`config.mk`:
```
export PLATFORM = sky130hd
export DESIGN_NAME = mcm_ctrl
export DESIGN_NICKNAME = d
export VERILOG_FILES = /design/src/hdl/mcm_pkg.sv /design/src/hdl/mcm_ctrl.sv
export VERILOG_INCLUDE_DIRS = /design/src /design/src/hdl
export SDC_FILE = /design/constraint.sdc
export NUM_CORES = 1
export LEC_CHECK = 0
export ABC_AREA = 1
export BUFFER_PORTS_ARGS = -buffer_cell sky130_fd_sc_hd__buf_2
export CELL_PAD_IN_SITES_DETAIL_PLACEMENT = 0
export CELL_PAD_IN_SITES_GLOBAL_PLACEMENT = 1
export CORE_MARGIN = 8
export CORE_UTILIZATION = 45
export CTS_CLUSTER_SIZE = 30
export DETAILED_ROUTE_END_ITERATION = 7
export PLACE_DENSITY_LB_ADDON = 0.3
export SKIP_LAST_GASP = 1
export SYNTH_ARGS = -nofsm -noshare
export SYNTH_HDL_FRONTEND = slang
export SYNTH_SLANG_ARGS = --single-unit
```
`constraint.sdc`:
```
create_clock -name clk -period 5 [get_ports clk]
set_input_delay 1 -clock clk [delete_from_list [all_inputs] [get_ports clk]]
set_output_delay 1 -clock clk [all_outputs]
set_load 0.01 [all_outputs]
```
`src/hdl/matrix_chain_min_cost_defines.svh`:
```
// ----------------------------------------------------------------------------
// Matrix chain min cost: assertion macros
// Concurrent check wrappers, compiled out when ASSERT_OFF is set.
// ----------------------------------------------------------------------------
`ifndef MATRIX_CHAIN_MIN_COST_DEFINES_SVH
`define MATRIX_CHAIN_MIN_COST_DEFINES_SVH

`ifndef ASSERT_OFF
// checked only out of reset
`define MCM_ASSERT(lbl, prop, msg) \
  lbl: assert property (@(posedge clk) disable iff (!rst_n) prop) else $error(msg);
// checked on every edge, reset included
`define MCM_ASSERT_ALWAYS(lbl, prop, msg) \
  lbl: assert property (@(posedge clk) prop) else $error(msg);
`else
`define MCM_ASSERT(lbl, prop, msg)
`define MCM_ASSERT_ALWAYS(lbl, prop, msg)
`endif

`endif

```
`src/hdl/mcm_pkg.sv`:
```
// ----------------------------------------------------------------------------
// Matrix chain min cost: shared types
// Item structs, error codes and the controller to datapath command word.
// ----------------------------------------------------------------------------
package mcm_pkg;

  localparam int COST_W   = 64;
  localparam int DIM_IN_W = 16;

  localparam logic [1:0] ERR_OK       = 2'd0;
  localparam logic [1:0] ERR_TOO_FEW  = 2'd1;
  localparam logic [1:0] ERR_TOO_MANY = 2'd2;

  typedef struct packed {
    logic [DIM_IN_W-1:0] dimension;
    logic                last_dimension;
  } in_item_t;

  typedef struct packed {
    logic [COST_W-1:0] min_cost;
    logic              saturated;
    logic [1:0]        error_code;
  } out_item_t;

  typedef struct packed {
    logic       dim_we;     // store incoming dimension
    logic       di_latch;   // capture left bounding dimension
    logic       dj_latch;   // capture right bounding dimension
    logic       split_rd;   // capture diagonal flags for this split
    logic       diag_a;     // left sub-chain is a single matrix
    logic       diag_b;     // right sub-chain is a single matrix
    logic       mul1;
    logic       mul2;
    logic       acc;
    logic       best_init;
    logic       job_init;
    logic       cost_we;
    logic       out_load;
    logic [1:0] err_code;
  } cmd_t;

endpackage

```
`src/hdl/mcm_ctrl.sv`:
```
// ----------------------------------------------------------------------------
// Matrix chain min cost: controller
// Load handshake, chain length / start / split loop sequencing, result valid.
// ----------------------------------------------------------------------------
`include "matrix_chain_min_cost_defines.svh"

module mcm_ctrl #(
  parameter int MAX_MATRICES = 16,
  localparam int IDX_W = (MAX_MATRICES > 1) ? $clog2(MAX_MATRICES) : 1,
  localparam int DA_W  = $clog2(MAX_MATRICES + 1)
) (
  input  logic             clk,
  input  logic             rst_n,
  input  logic             in_valid,
  input  logic             in_last,
  output logic             in_stall,
  output logic             out_valid,
  input  logic             out_stall,
  output mcm_pkg::cmd_t    cmd,
  output logic [DA_W-1:0]  dim_addr,
  output logic [IDX_W-1:0] row_i,
  output logic [IDX_W-1:0] col_k,
  output logic [IDX_W-1:0] row_k1,
  output logic [IDX_W-1:0] col_j
);

  localparam int DEPTH    = MAX_MATRICES + 1;
  localparam int TOO_MANY = MAX_MATRICES + 2;
  localparam int CNT_W    = $clog2(MAX_MATRICES + 3);
  localparam int LEN_W    = $clog2(MAX_MATRICES + 1);
  localparam int SUM_W    = LEN_W + 1;

  localparam logic [3:0] S_IDLE  = 4'd0;
  localparam logic [3:0] S_CELL  = 4'd1;
  localparam logic [3:0] S_CELL2 = 4'd2;
  localparam logic [3:0] S_CELL3 = 4'd3;
  localparam logic [3:0] S_SPLIT = 4'd4;
  localparam logic [3:0] S_MUL1  = 4'd5;
  localparam logic [3:0] S_MUL2  = 4'd6;
  localparam logic [3:0] S_ACC   = 4'd7;
  localparam logic [3:0] S_WB    = 4'd8;
  localparam logic [3:0] S_DONE  = 4'd9;

  logic [3:0]       state_r, state_nxt;
  logic [CNT_W-1:0] count_r, count_nxt;
  logic [LEN_W-1:0] m_r, m_nxt;
  logic [LEN_W-1:0] len_r, len_nxt;
  logic [IDX_W-1:0] i_r, i_nxt;
  logic [IDX_W-1:0] k_r, k_nxt;
  logic             out_valid_r, out_valid_nxt;

  logic             accept;
  logic             out_free;
  logic [CNT_W-1:0] cnt_inc;
  logic [CNT_W-1:0] cnt_dec;
  logic [SUM_W-1:0] j_sum;
  logic [SUM_W-1:0] k1_sum;
  logic [SUM_W-1:0] i_sum;
  logic [SUM_W-1:0] j1_sum;
  logic [IDX_W-1:0] j_w;
  logic [IDX_W-1:0] k1_w;

  assign out_free = !out_valid_r || !out_stall;
  // a last item needs the result register, others can load while it is held
  assign in_stall = (state_r != S_IDLE) || (in_last && !out_free);
  assign accept   = in_valid && !in_stall;

  assign j_sum  = SUM_W'(i_r) + SUM_W'(len_r) - SUM_W'(1);
  assign j_w    = j_sum[IDX_W-1:0];
  assign k1_sum = SUM_W'(k_r) + SUM_W'(1);
  assign k1_w   = k1_sum[IDX_W-1:0];
  assign i_sum  = SUM_W'(i_r) + SUM_W'(1);
  assign j1_sum = SUM_W'(j_w) + SUM_W'(1);

  assign cnt_inc = (count_r < CNT_W'(DEPTH)) ? count_r + CNT_W'(1) : CNT_W'(TOO_MANY);
  assign cnt_dec = cnt_inc - CNT_W'(1);

  always_comb begin
    state_nxt     = state_r;
    count_nxt     = count_r;
    m_nxt         = m_r;
    len_nxt       = len_r;
    i_nxt         = i_r;
    k_nxt         = k_r;
    out_valid_nxt = out_valid_r && out_stall;
    cmd           = '0;
    cmd.err_code  = mcm_pkg::ERR_OK;
    dim_addr      = count_r[DA_W-1:0];

    unique case (state_r)
      S_IDLE: begin
        if (accept) begin
          cmd.dim_we = (count_r < CNT_W'(DEPTH));
          if (in_last) begin
            count_nxt = '0;
            if (cnt_inc < CNT_W'(2)) begin
              cmd.out_load  = 1'b1;
              cmd.err_code  = mcm_pkg::ERR_TOO_FEW;
              out_valid_nxt = 1'b1;
            end else if (cnt_inc > CNT_W'(DEPTH)) begin
              cmd.out_load  = 1'b1;
              cmd.err_code  = mcm_pkg::ERR_TOO_MANY;
              out_valid_nxt = 1'b1;
            end else begin
              cmd.job_init = 1'b1;
              m_nxt        = cnt_dec[LEN_W-1:0];
              len_nxt      = LEN_W'(2);
              i_nxt        = '0;
              // a single matrix costs nothing
              state_nxt    = (cnt_dec == CNT_W'(1)) ? S_DONE : S_CELL;
            end
          end else begin
            count_nxt = cnt_inc;
          end
        end
      end
      S_CELL: begin
        dim_addr  = DA_W'(i_r);
        k_nxt     = i_r;
        state_nxt = S_CELL2;
      end
      S_CELL2: begin
        dim_addr      = j1_sum[DA_W-1:0];
        cmd.di_latch  = 1'b1;
        cmd.best_init = 1'b1;
        state_nxt     = S_CELL3;
      end
      S_CELL3: begin
        cmd.dj_latch = 1'b1;
        state_nxt    = S_SPLIT;
      end
      S_SPLIT: begin
        dim_addr     = k1_sum[DA_W-1:0];
        cmd.split_rd = 1'b1;
        cmd.diag_a   = (k_r == i_r);
        cmd.diag_b   = (k1_w == j_w);
        state_nxt    = S_MUL1;
      end
      S_MUL1: begin
        cmd.mul1  = 1'b1;
        state_nxt = S_MUL2;
      end
      S_MUL2: begin
        cmd.mul2  = 1'b1;
        state_nxt = S_ACC;
      end
      S_ACC: begin
        cmd.acc = 1'b1;
        if (k1_sum < SUM_W'(j_w)) begin
          k_nxt     = k1_w;
          state_nxt = S_SPLIT;
        end else begin
          state_nxt = S_WB;
        end
      end
      S_WB: begin
        cmd.cost_we = 1'b1;
        if (len_r == m_r) begin
          state_nxt = S_DONE;
        end else if (i_sum + SUM_W'(len_r) <= SUM_W'(m_r)) begin
          i_nxt     = i_sum[IDX_W-1:0];
          state_nxt = S_CELL;
        end else begin
          len_nxt   = len_r + LEN_W'(1);
          i_nxt     = '0;
          state_nxt = S_CELL;
        end
      end
      S_DONE: begin
        if (out_free) begin
          cmd.out_load  = 1'b1;
          out_valid_nxt = 1'b1;
          state_nxt     = S_IDLE;
        end
      end
      default: begin
        state_nxt = S_IDLE;
      end
    endcase
  end

  always_ff @(posedge clk) begin
    if (!rst_n) begin
      state_r     <= S_IDLE;
      count_r     <= '0;
      out_valid_r <= 1'b0;
    end else begin
      state_r     <= state_nxt;
      count_r     <= count_nxt;
      out_valid_r <= out_valid_nxt;
    end
  end

  always_ff @(posedge clk) begin
    m_r   <= m_nxt;
    len_r <= len_nxt;
    i_r   <= i_nxt;
    k_r   <= k_nxt;
  end

  assign out_valid = out_valid_r;
  assign row_i     = i_r;
  assign col_k     = k_r;
  assign row_k1    = k1_w;
  assign col_j     = j_w;

  `MCM_ASSERT_ALWAYS(a_reset_idle, !rst_n |=> (state_r == S_IDLE && !out_valid_r && count_r == '0), "reset did not return controller to idle")
  `MCM_ASSERT(a_result_only_idle, out_valid_r |-> state_r == S_IDLE, "result pending during table fill")
  `MCM_ASSERT(a_last_clears_count, (accept && in_last) |=> count_r == '0, "count not cleared after last item")
  `MCM_ASSERT(a_split_in_cell, state_r == S_SPLIT |-> SUM_W'(k_r) < SUM_W'(j_w), "split point outside its cell")

endmodule

```
After elaboration in Yosys (flattened, before gate mapping) --
Index checks and enable logic that the tools add are counted.
Storage, ports and cells: word-level logic and storage cells 118, output and inout port bits 38, flip-flop bits (word level) 28, input port bits 5
Operators by class: reductions and logical operators 19, muxes and demuxes 55, add/sub/neg operators 9, eq/ne operators 21, $lt $le $gt $ge 5, bitwise operators 2
Operator list (count):
- two-way mux 4 bit | 15
- two-way mux 5 bit | 8
- one-hot mux 4 bit (10 select lines) | 1
- two-way mux 1 bit | 19
- equality test 4 x 3 -> 1 bit, second input constant | 4
- != test 2 bit, second input constant | 8
- one-hot mux 4 bit (2 select lines) | 2
- adder 4 x 1 -> 5 bit, second input constant | 3
- two-way mux 3 bit | 5
- one-hot mux 5 bit (3 select lines) | 1
- adder 5 x 1 -> 5 bit, second input constant | 2
- one-hot mux 5 bit (2 select lines) | 1
- AND reduction 5 bit | 2
- equality test 4 x 2 -> 1 bit, second input constant | 2
- equality test 4 bit | 2
- equality test 4 bit, second input constant | 2
- AND reduction 7 bit | 1
- adder 5 x 5 -> 6 bit | 1
- <= comparator 6 x 5 -> 1 bit | 1
- AND reduction 6 bit | 1
- equality test 5 x 1 -> 1 bit, second input constant | 1
- equality test 5 bit | 1
- greater-than comparator 5 bit, second input constant | 1
- < comparator 5 x 2 -> 1 bit, second input constant | 1
- other kinds (16) | 26

Longest topological paths before layout --
Gate-level depths: netlist (run 1).
depth after elaboration 10, mapped depth 18, gate-level depth less buffers 18

Worst setup path before layout (run 1) --
OpenSTA, ideal clock, no wires.
kind reg2out, start point register i_r[1], in the netlist row_i[1], end point output port cmd[9] (netlist bit), required time 4000 ps, slack 1430 ps, path buffers 0, data arrival time 2570 ps, stages on the path, launching flop included 13, path through edfxtp_1 > inv_1 > ha_1 > inv_1 > ha_1 > inv_1 > fa_1 > xor2_1 > xor2_1 > inv_1 > ha_1 > nand4_1 > nor2_1
RTL lines:
- start, declared | RTL line mcm_ctrl.sv:48 | logic [IDX_W-1:0] i_r, i_nxt;
- start signal, assigned | RTL line mcm_ctrl.sv:197 | i_r <= i_nxt;
- end, declared | RTL line mcm_ctrl.sv:19 | output mcm_pkg::cmd_t cmd,

==> impl_metrics.csv, run 1 <==
group,metric,value,unit
grt,use_met3,2.881,%
floorplanning,start_util,46.60,%
synthesis,synthCells,337,
grt,grt_pass1_wl,10780,um
sta,setup_viol,0,
critical_path,arrival,2980,ps
synthesis,ys.warnings.count,0,
cells_and_area,fillers,545,
sta,rsz0062_at_grt,"no",
route,drt_wl_total,6409,um
synthesis,ys_types,43,
sta,worst_pin_slew,806.7,ps
critical_path,cp.buffers_inverters,5,
floorplanning,die_y,91.52,um
placed_design,gp_congestion,0.8561,
cells_and_area,synthToLayoutAreaGrowth,12.92,%
synthesis,yosysSeqAreaShare,28.86,%
critical_path,reg2reg_slack,1350,ps
synthesis,synth_edf_count,18,
route,via_per_inst,5.007,
critical_path,worstPathRequired,4000,ps
critical_path,crit_path_end_kind,"primary output",
sta,finClkSkew,7.598,ps
critical_path,slowest_stage,"edfxtp_1",
critical_path,crit_top_cell,"inv_1",
clock_network,cts-buffers-inserted,3,
outcome,status,"finished, final reports clean",
cells_and_area,fin_area,2898,um^2
synthesis,yosysMostFrequentCell,"nand2_1",
grt,antenna_found_initial,0,
synthesis,async_flop_share,0,%
power_and_ir_drop,p_per_area,202.8,nW/um^2
cells_and_area,nets,416,
sta,setup_tns,0,ps
floorplanning,coreArea,5507,um^2
clock_network,postCtsSetupBuffers,0,
cells_and_area,multi_input_area,1554,um^2
synthesis,synth_area_leaders,"edfxtp_1 21%, ha_1 14%, nand2_1 9.2%",
grt,top_usage_layer,"met2",
clock_network,clock_latency,280,ps
clock_network,htreeDepth,1,
grt,use_met2,27.01,%
placed_design,port_buffers,42,
floorplanning,num_rows,27,
min_path,hp-class,"flip-flop to flip-flop",
floorplanning,io_pins,43,
route,drc,0,
synthesis,syn_avg_cell_area,7.615,um^2
synthesis,netlist_area,2566,um^2
route,dr.pass1.iters,4,
synthesis,synth_common_cells,"63 x nand2_1, 58 x inv_1, 34 x nor2_1, 29 x ha_1, 18 x edfxtp_1",
route,routedWlPerCell,14.21,um
cells_and_area,antenna_cells,0,
cells_and_area,drive_gt1_share,19.26,%
clock_network,cts-resized-gates,0,
synthesis,synth_top_cell_area_share,21.06,%
critical_path,critical_path.top_delay_family,"adder cells",
flow_run,drv_cap,0,
clock_network,clock-sinks,28,
grt,grt_max_degree,17,
power_and_ir_drop,ir_drop,0.0001046,V
synthesis,yosysTopAreaCell,"edfxtp_1",
grt,grt_pass1_vias,2236,
sta,fmax,0.2513,GHz
grt,grt_overflow_total,0,
sta,slew_headroom,45.72,%
floorplanning,die_x,91.52,um
clock_network,cts.reportedPaths.clkPinSlew,110,ps
synthesis,synth_ff_type,"edfxtp_1",
clock_network,clockBufferDepth,2,
grt,met1_usage,18.93,%
placed_design,place_hpwl,5226,um
placed_design,place_area,2831,um^2
power_and_ir_drop,leakagePower,1.474,nW
route,initialDrtViolationCount,105,
floorplanning,dieArea,8375,um^2
clock_network,postCtsHoldBufs,0,
clock_network,cts-root-buf,"clkbuf_8",
sta,slew_viol_final,0,
route,ant_nets,0,
grt,grt_usage,15.31,%
sta,hold_viol_final,0,
sta,period_minus_slack,3980,ps
critical_path,start_kind,"flip-flop",
critical_path,crit_path_max_incr_delay,490,ps
critical_path,critPathKind,"flip-flop to primary output",
critical_path,cp_max_fo,5,
cells_and_area,seqCellArea,740.7,um^2
sta,period_share,79.60,%
route,vias,2258,
critical_path,path_cells,"inv_1 -> ha_1 -> inv_1 -> ha_1 -> inv_1 -> fa_1 -> xor2_1 -> xor2_1 -> inv_1 -> ha_1 -> nand4_1 -> nor2_1 -> buf_2",
synthesis,synth_seq_cells,28,
synthesis,synth_nets,373,
clock_network,cts_tree,"done",
==> where the power goes <==
group | internal (W) | switching, W | leakage, nW | total, W
combinational | 0.0000604 | 0.0000982 | 1.20 | 0.000159
sequential | 0.000253 | 0.00000997 | 0.244 | 0.000263
clock | 0.0000874 | 0.0000783 | 0.0339 | 0.000166
total | 0.000401 | 0.000186 | 1.47 | 0.000588
==> routing by layer <==
metal / wire length (um) / share of wire [%]
met1: 3042 / 47
met5: 0 / 0
met4: 36 / 0.56
met3: 231 / 3.6
met2: 3098 / 48
==> final cells by class <==
| class | instances | area share (%) |
|---|---|---|
| inverters | 63 | 8.161 |
| repair buffers | 42 | 7.254 |
| multi-input cells | 242 | 53.63 |
| well taps | 72 | 3.109 |
| flip-flops and latches | 28 | 25.56 |
| clock buffers | 4 | 2.288 |
==> worst register-to-register path: stages (launching register included) <==
cell,delay [ps]
edfxtp_1,490
ha_1,260
xor2_1,190
ha_1,330
a21o_1,160
a31oi_1,230
xor2_1,170
inv_1,60
ha_1,300
nand2_1,60
o21ai_0,150
nand2_1,60
nand2_1,50
o21ai_0,60
and3_1,190
nor3_1,540
==> cell usage in the layout (no fill, tap or decap), drive strengths merged, types with 7 or more instances in the layout <==
cell type   n
nand2      73
nand4      10
nor3        7
nand3      18
ha         29
buf        42
a21oi      14
xor2       12
o21ai      11
nor2       42
inv        61
dfxtp      10
edfxtp     18
==> metrics by stage <==
| stage | hold slack (ps) | setup slack (ps) | utilization [%] | cells | power [W] |
|---|---|---|---|---|---|
| CTS | 526.4 | 1027 | 52.62 | 451 | 0.0005893 |
| global route | 581.6 | 810.6 | 52.62 | 451 | 0.0006216 |
| finish | 523.0 | 1020 | 52.62 | 451 | 0.0005876 |
| floorplan | 503.7 | 1430 | - | 337 | 0.0003835 |
| detailed placement | 500.0 | 1352 | 51.42 | 447 | 0.0004262 |
| global placement | 508.7 | 1436 | 51.42 | 447 | 0.0004261 |
==> sequential cells by signal, summed over array words and instances, names as in the netlist <==
name / flops
state_r: 4
m_r: 5
count_r: 5
len_r: 5
row_i: 4
col_k: 4
out_valid: 1
==> cells by family (layout without fill, tap and decap cells) <==
group | count (synthesis) | in the layout | share of synthesized area, %
AND/OR/NAND/NOR | 156 | 156 | 30.18
XOR/XNOR | 17 | 17 | 6.095
adder cells (fa/ha/maj) | 31 | 31 | 15.70
AO/OA/AOI/OAI | 38 | 38 | 8.582
flip-flops | 28 | 28 | 28.86
buffers and inverters | 67 | 109 | 10.58
==> path summary, 6_finish.rpt <==
check / start / to / depth (start not counted)
worst min register to register: out_valid$_SDFF_PN0_ / out_valid$_SDFF_PN0_ / 2
worst max register to register: row_i[1]$_SDFFCE_PN0P_ / len_r[3]$_SDFFCE_PN0P_ / 15
worst max-delay path: row_i[1]$_SDFFCE_PN0P_ / cmd[9] / 13
worst min-delay path: out_valid$_SDFF_PN0_ / out_valid$_SDFF_PN0_ / 2
Power figures use the tool's default switching activity.
==> run 2: changes to the inputs <==
- CORE_UTILIZATION: 45 -> 42
- clock period: 5 -> 3.8 ns (I/O delays scaled with it)
==> run 2 against run 1 <==
Compared with the run above:
- die area grew 5.9%
- clock power grew 48%
- total power grew 38%
- utilization shrank 1.6 points
==> impl_metrics.csv, run 2 (synthesis results as in run 1) <==
group,metric,value,unit
power_and_ir_drop,seqPwrFrac,42.6,%
sta,worst_pin_slew,808.1,ps
clock_network,cts-buffers-inserted,3,
clock_network,clock_latency,280,ps
critical_path,path_cells,"inv_2 -> ha_1 -> inv_1 -> ha_1 -> inv_1 -> fa_2 -> xor2_2 -> xor2_2 -> inv_1 -> ha_1 -> nand4_1 -> nor2_1 -> buf_2",
route,initialDrtViolationCount,90,
sta,finClkSkew,2.017,ps
floorplanning,num_rows,28,
grt,grt_usage,15.00,%
sta,slew_viol_final,0,
critical_path,crit_path_end_kind,"primary output",
route,via_per_inst,4.944,
placed_design,port_buffers,42,
critical_path,slowest_stage,"edfxtp_1",
power_and_ir_drop,leakagePower,1.533,nW
sta,setup_viol,0,
power_and_ir_drop,p_sw,0.0002488,W
route,ant_nets,0,
cells_and_area,drive_gt1_share,23.47,%
placed_design,gp_congestion,0.8849,
grt,grt_max_degree,17,
floorplanning,start_util,43.34,%
clock_network,clock-sinks,28,
cells_and_area,nets,429,
sta,rsz0062_at_grt,"no",
clock_network,cts_tree,"done",
floorplanning,dieArea,8867,um^2
power_and_ir_drop,intPower,0.0005645,W
floorplanning,die_y,94.17,um
placed_design,place_area,2843,um^2
flow_run,drv_cap,0,
clock_network,htreeDepth,1,
floorplanning,coreArea,5921,um^2
grt,grt_pass1_wl,10850,um
critical_path,worstPathRequired,3040,ps
critical_path,critPathKind,"flip-flop to primary output",
route,drt_wl_total,6480,um
route,vias,2309,
power_and_ir_drop,p_sw_share,30.60,%
sta,hold_viol_final,0,
power_and_ir_drop,clkPwrFrac,30.1,%
cells_and_area,synthToLayoutAreaGrowth,17.75,%
critical_path,critical_path.top_delay_family,"adder cells",
floorplanning,io_pins,43,
route,drc,0,
power_and_ir_drop,p_comb_share,27.3,%
critical_path,crit_path_max_incr_delay,490,ps
sta,fmax,0.2788,GHz
sta,slew_headroom,45.63,%
clock_network,cts.reportedPaths.clkPinSlew,100,ps
outcome,status,"finished, final reports clean",
cells_and_area,layout_common_cells,"63 x nand2_1, 55 x inv_1, 42 x buf_2",
cells_and_area,antenna_cells,0,
clock_network,clockBufferDepth,2,
power_and_ir_drop,p_per_area,269.2,nW/um^2
sta,setup_tns,0,ps
critical_path,arrival,2830,ps
min_path,hp-class,"flip-flop to flip-flop",
cells_and_area,layout_commonest_cell,"nand2_1",
grt,grt_overflow_total,0,
route,routedWlPerCell,13.88,um
critical_path,cp.buffers_inverters,5,
grt,antenna_found_initial,0,
sta,period_share,94.38,%
placed_design,place_hpwl,5226,um
grt,grt_pass1_vias,2304,
sta,period_minus_slack,3586,ps
route,dr.pass1.iters,4,
cells_and_area,fin_area,3022,um^2
clock_network,cts-root-buf,"clkbuf_8",
critical_path,cp_max_fo,4,
cells_and_area,reg_top3,"count_r x5, len_r x5, m_r x5",
critical_path,start_kind,"flip-flop",
floorplanning,die_x,94.17,um
power_and_ir_drop,ir_drop,0.0001417,V
-- run 2: changes by cell type in the layout (fill, tap and decap cells not counted), moves of 2 or more --
cell / previous run / this run
xor2_1: 11 / 9
buf_4: 0 / 13
inv_2: 3 / 6
xor2_2: 1 / 3
inv_1: 58 / 55
-- run 2: worst paths after layout --
check	from	to	slack, ps	cells after the start
max	row_i[1]$_SDFFCE_PN0P_	cmd[9]	210	13
min	out_valid$_SDFF_PN0_	out_valid$_SDFF_PN0_	520	2
max reg2reg	row_i[1]$_SDFFCE_PN0P_	len_r[2]$_SDFFCE_PN0P_	310	17
min reg2reg	out_valid$_SDFF_PN0_	out_valid$_SDFF_PN0_	520	2
-- run 2: final cells by class --
| cell class | instances | area [um^2] |
|---|---|---|
| clock buffer | 3 | 41.29 |
| clock inverter | 1 | 30.03 |
| fill | 585 | 2899 |
| inverter | 63 | 236.5 |
| multi-input combinational | 242 | 1572 |
| sequential | 28 | 740.7 |
| tap | 75 | 93.84 |
| timing repair buffer | 55 | 307.8 |
-- run 2: per-layer routing --
metal	track usage (%)	part of all wire, %	up-vias
met5	0	0	-
met4	3.963	1.3	0
met3	2.558	5.4	7
met2	24.86	47	49
met1	19.47	47	1043
li1	-	-	1210
-- run 2: worst min-delay path, cell delays in order, from the launching register on --
cell and delay [ps]:
dfxtp_1 320, nand2_1 80, a31oi_1 80
-- run 2: power groups by stage --
stage | logic, W | clock network [W] | registers [W]
floorplan | 0.000154 | 0 | 0.000350
global placement | 0.000209 | 0 | 0.000353
detailed placement | 0.000210 | 0 | 0.000353
CTS | 0.000212 | 0.000250 | 0.000346
global route | 0.000255 | 0.000261 | 0.000348
finish | 0.000222 | 0.000245 | 0.000346
-- run 2: through the flow --
stage	total power [W]	util [%]	hold WS, ps	setup slack [ps]	cells
after floorplan	0.0005046	-	503.7	437.7	337
after global placement	0.0005618	48.01	505.0	443.8	451
after detailed placement	0.0005633	48.01	501.1	295.4	451
after CTS	0.0008086	49.34	525.0	20.89	455
after global routing	0.0008641	51.04	556.3	29.91	467
final	0.0008133	51.04	520.6	213.7	467
-- run 2: what timing repair did --
item,in CTS,in global routing
resized for setup,1,5
pin swaps,0,1
hold buffers,0,0
endpoints found under the setup margin,1,1
gates cloned,0,0
buffers inserted,0,12
==> run 3: changes to the inputs <==
- ABC_AREA: 1 -> unset
- CELL_PAD_IN_SITES_DETAIL_PLACEMENT: 0 -> unset
- CELL_PAD_IN_SITES_GLOBAL_PLACEMENT: 1 -> unset
- CORE_UTILIZATION: 42 -> 45
==> run 3 against run 2 <==
Compared with the run above:
- fmax shrank 1.5%
- sequential cell count is the same
- routed wire length fell by 2.6%
- critical path depth is the same
- worst hold slack better by 110 ps
- sequential power is 1% higher
- clock skew rose by 3.1 ps
- highest routed layer unchanged
- first-iteration DRC count is 94% higher
- die area shrank 5.4%
- critical endpoint unchanged
- synthesized cell count fell by 12%
- global-route usage is 0.17 points lower
==> impl_metrics.csv, run 3 <==
group,metric,value,unit
sta,hold_viol_final,0,
clock_network,htreeDepth,1,
route,vias,2281,
sta,setup_viol,0,
placed_design,port_buffers,42,
cells_and_area,nets,373,
cells_and_area,layout_commonest_cell,"buf_2",
floorplanning,dieArea,8385,um^2
route,ant_nets,0,
synthesis,yosysSeqAreaShare,28.82,%
sta,fmax,0.2746,GHz
clock_network,clock_latency,280,ps
cells_and_area,layout_common_cells,"42 x buf_2, 29 x ha_1, 27 x nor2_1, 27 x inv_1, 22 x nand2_1",
clock_network,cts-buffers-inserted,3,
min_path,hp-class,"flip-flop to flip-flop",
synthesis,synth_area_leaders,"edfxtp_1 21%, ha_1 14%, dfxtp_1 7.8%",
route,highest_layer,"met4",
floorplanning,io_pins,43,
clock_network,postCtsHoldBufs,0,
route,wl_met3,416,um
clock_network,clock-sinks,28,
synthesis,synth_common_cells,"29 x ha_1, 27 x inv_1, 27 x nor2_1, 22 x nand2_1, 19 x xnor2_1",
floorplanning,die_y,91.57,um
route,via_per_inst,5.591,
synthesis,synthCells,297,
synthesis,yosysTopAreaCell,"edfxtp_1",
synthesis,synth_nets,333,
synthesis,synth_seq_cells,28,
route,drc,0,
critical_path,critPathKind,"flip-flop to primary output",
route,dr.pass1.iters,6,
placed_design,place_hpwl,5050,um
cells_and_area,synthToLayoutAreaGrowth,13.34,%
sta,worst_pin_slew,595.0,ps
synthesis,synth_top_cell_area_share,21.03,%
synthesis,async_flop_share,0,%
floorplanning,start_util,46.67,%
route,initialDrtViolationCount,175,
sta,slew_viol_final,0,
outcome,status,"finished, final reports clean",
sta,setup_tns,0,ps
sta,slew_headroom,60.03,%
floorplanning,coreArea,5507,um^2
cells_and_area,antenna_cells,0,
synthesis,yosysMostFrequentCell,"ha_1",
synthesis,synth_ff_type,"edfxtp_1",
grt,antenna_found_initial,0,
clock_network,cts.reportedPaths.clkPinSlew,100,ps
sta,period_share,95.83,%
placed_design,gp_congestion,0.9013,
critical_path,crit_path_end_kind,"primary output",
synthesis,syn_avg_cell_area,8.653,um^2
grt,grt_max_degree,17,
power_and_ir_drop,leakagePower,1.309,nW
cells_and_area,fillers,521,
placed_design,placedCellCount,402,
grt,grt_overflow_total,0,
critical_path,start_kind,"flip-flop",
critical_path,arrival,2880,ps
sta,period_minus_slack,3642,ps
power_and_ir_drop,finalPower,0.0008116,W
sta,timing.hold.ws,629.1,ps
clock_network,cts_tree,"done",
power_and_ir_drop,p_per_area,278.6,nW/um^2
route,drt_wl_total,6310,um
grt,grt_pass1_wl,10480,um
critical_path,cp_max_fo,5,
route,drt-met1-wl,2801,um
power_and_ir_drop,ir_drop,0.0001641,V
cells_and_area,reg_top3,"count_r x5, len_r x5, m_r x5",
synthesis,ys_types,52,
grt,grt_usage,14.84,%
route,routedWlPerCell,15.47,um
floorplanning,die_x,91.57,um
synthesis,ys.warnings.count,0,
route,wl_met2,3043,um
synthesis,synth_edf_count,18,
clock_network,clockBufferDepth,2,
flow_run,drv_cap,0,
floorplanning,num_rows,27,
cells_and_area,layoutNonFillerInstCount,408,
critical_path,worstPathRequired,3040,ps
cells_and_area,drive_gt1_share,19.64,%
grt,grt_pass1_vias,2115,
sta,finClkSkew,5.075,ps
clock_network,cts-root-buf,"clkbuf_8",
synthesis,netlist_area,2570,um^2
-- run 3: path summary, 6_finish.rpt --
| check | cells past startpoint | startpoint | to | slack, ps |
|---|---|---|---|---|
| setup / recovery | 13 | len_r[1]$_SDFFCE_PN1P_ | cmd[9] | 160 |
| hold / removal | 2 | out_valid$_SDFF_PN0_ | out_valid$_SDFF_PN0_ | 630 |
| setup reg to reg | 14 | row_i[0]$_SDFFCE_PN0P_ | len_r[3]$_SDFFCE_PN0P_ | 540 |
| hold reg to reg | 2 | out_valid$_SDFF_PN0_ | out_valid$_SDFF_PN0_ | 630 |
-- run 3: cells by family after synthesis --
kind of cell	synth area share [%]
simple gates	23.22
xor+xnor	9.543
buf+inv	7.059
fa+ha+maj	15.68
flops	28.82
compound gates	14.75
mux	0.9249
-- run 3: where the power goes --
group          switching (W)  internal (W)  total [W]
clock              0.0000974      0.000141   0.000239
sequential         0.0000174      0.000334   0.000351
combinational       0.000130     0.0000921   0.000222
total               0.000245      0.000567   0.000812
-- run 3: per-stage QoR --
step | setup WS, ps | utilization (%) | instance area [um^2]
finish | 158.3 | 52.90 | 2913
global route | -12.37 | 52.90 | 2913
CTS | 34.39 | 52.51 | 2892
detailed placement | 363.0 | 51.22 | 2820
global placement | 433.0 | 51.22 | 2820
floorplan | 253.1 | - | 2570
-- run 3: final cells by class --
class | instances | area, um^2 | share of cell area [%]
multi-input cells | 229 | 1654 | 56.79
inverters | 27 | 101.3 | 3.479
flip-flops and latches | 28 | 740.7 | 25.43
repair buffers | 48 | 255.2 | 8.763
clock inverters | 1 | 30.03 | 1.031
clock buffers | 3 | 41.29 | 1.418
well taps | 72 | 90.09 | 3.093
-- run 3: worst max-delay path, cell delays in order, from the launching register on --
cell and delay (ps):
edfxtp_1 470, inv_1 90, ha_1 220, inv_1 60
ha_1 130, inv_1 50, fa_1 380, xnor2_1 150
xnor2_1 240, inv_1 70, ha_1 310, nand4_1 110
nor4_2 130, buf_2 170
-- run 3: per-layer routing --
layer	GRT usage, %	vias up
met2	24.91	77
li1	-	1134
met3	3.210	4
met4	3.001	0
met1	18.96	1066
met5	0	-
-- run 3: timing repair --
item	in CTS	in global routing
setup buffers	0	2
hold endpoints to repair	0	0
resized for setup	0	1
setup endpoints to repair	0	1
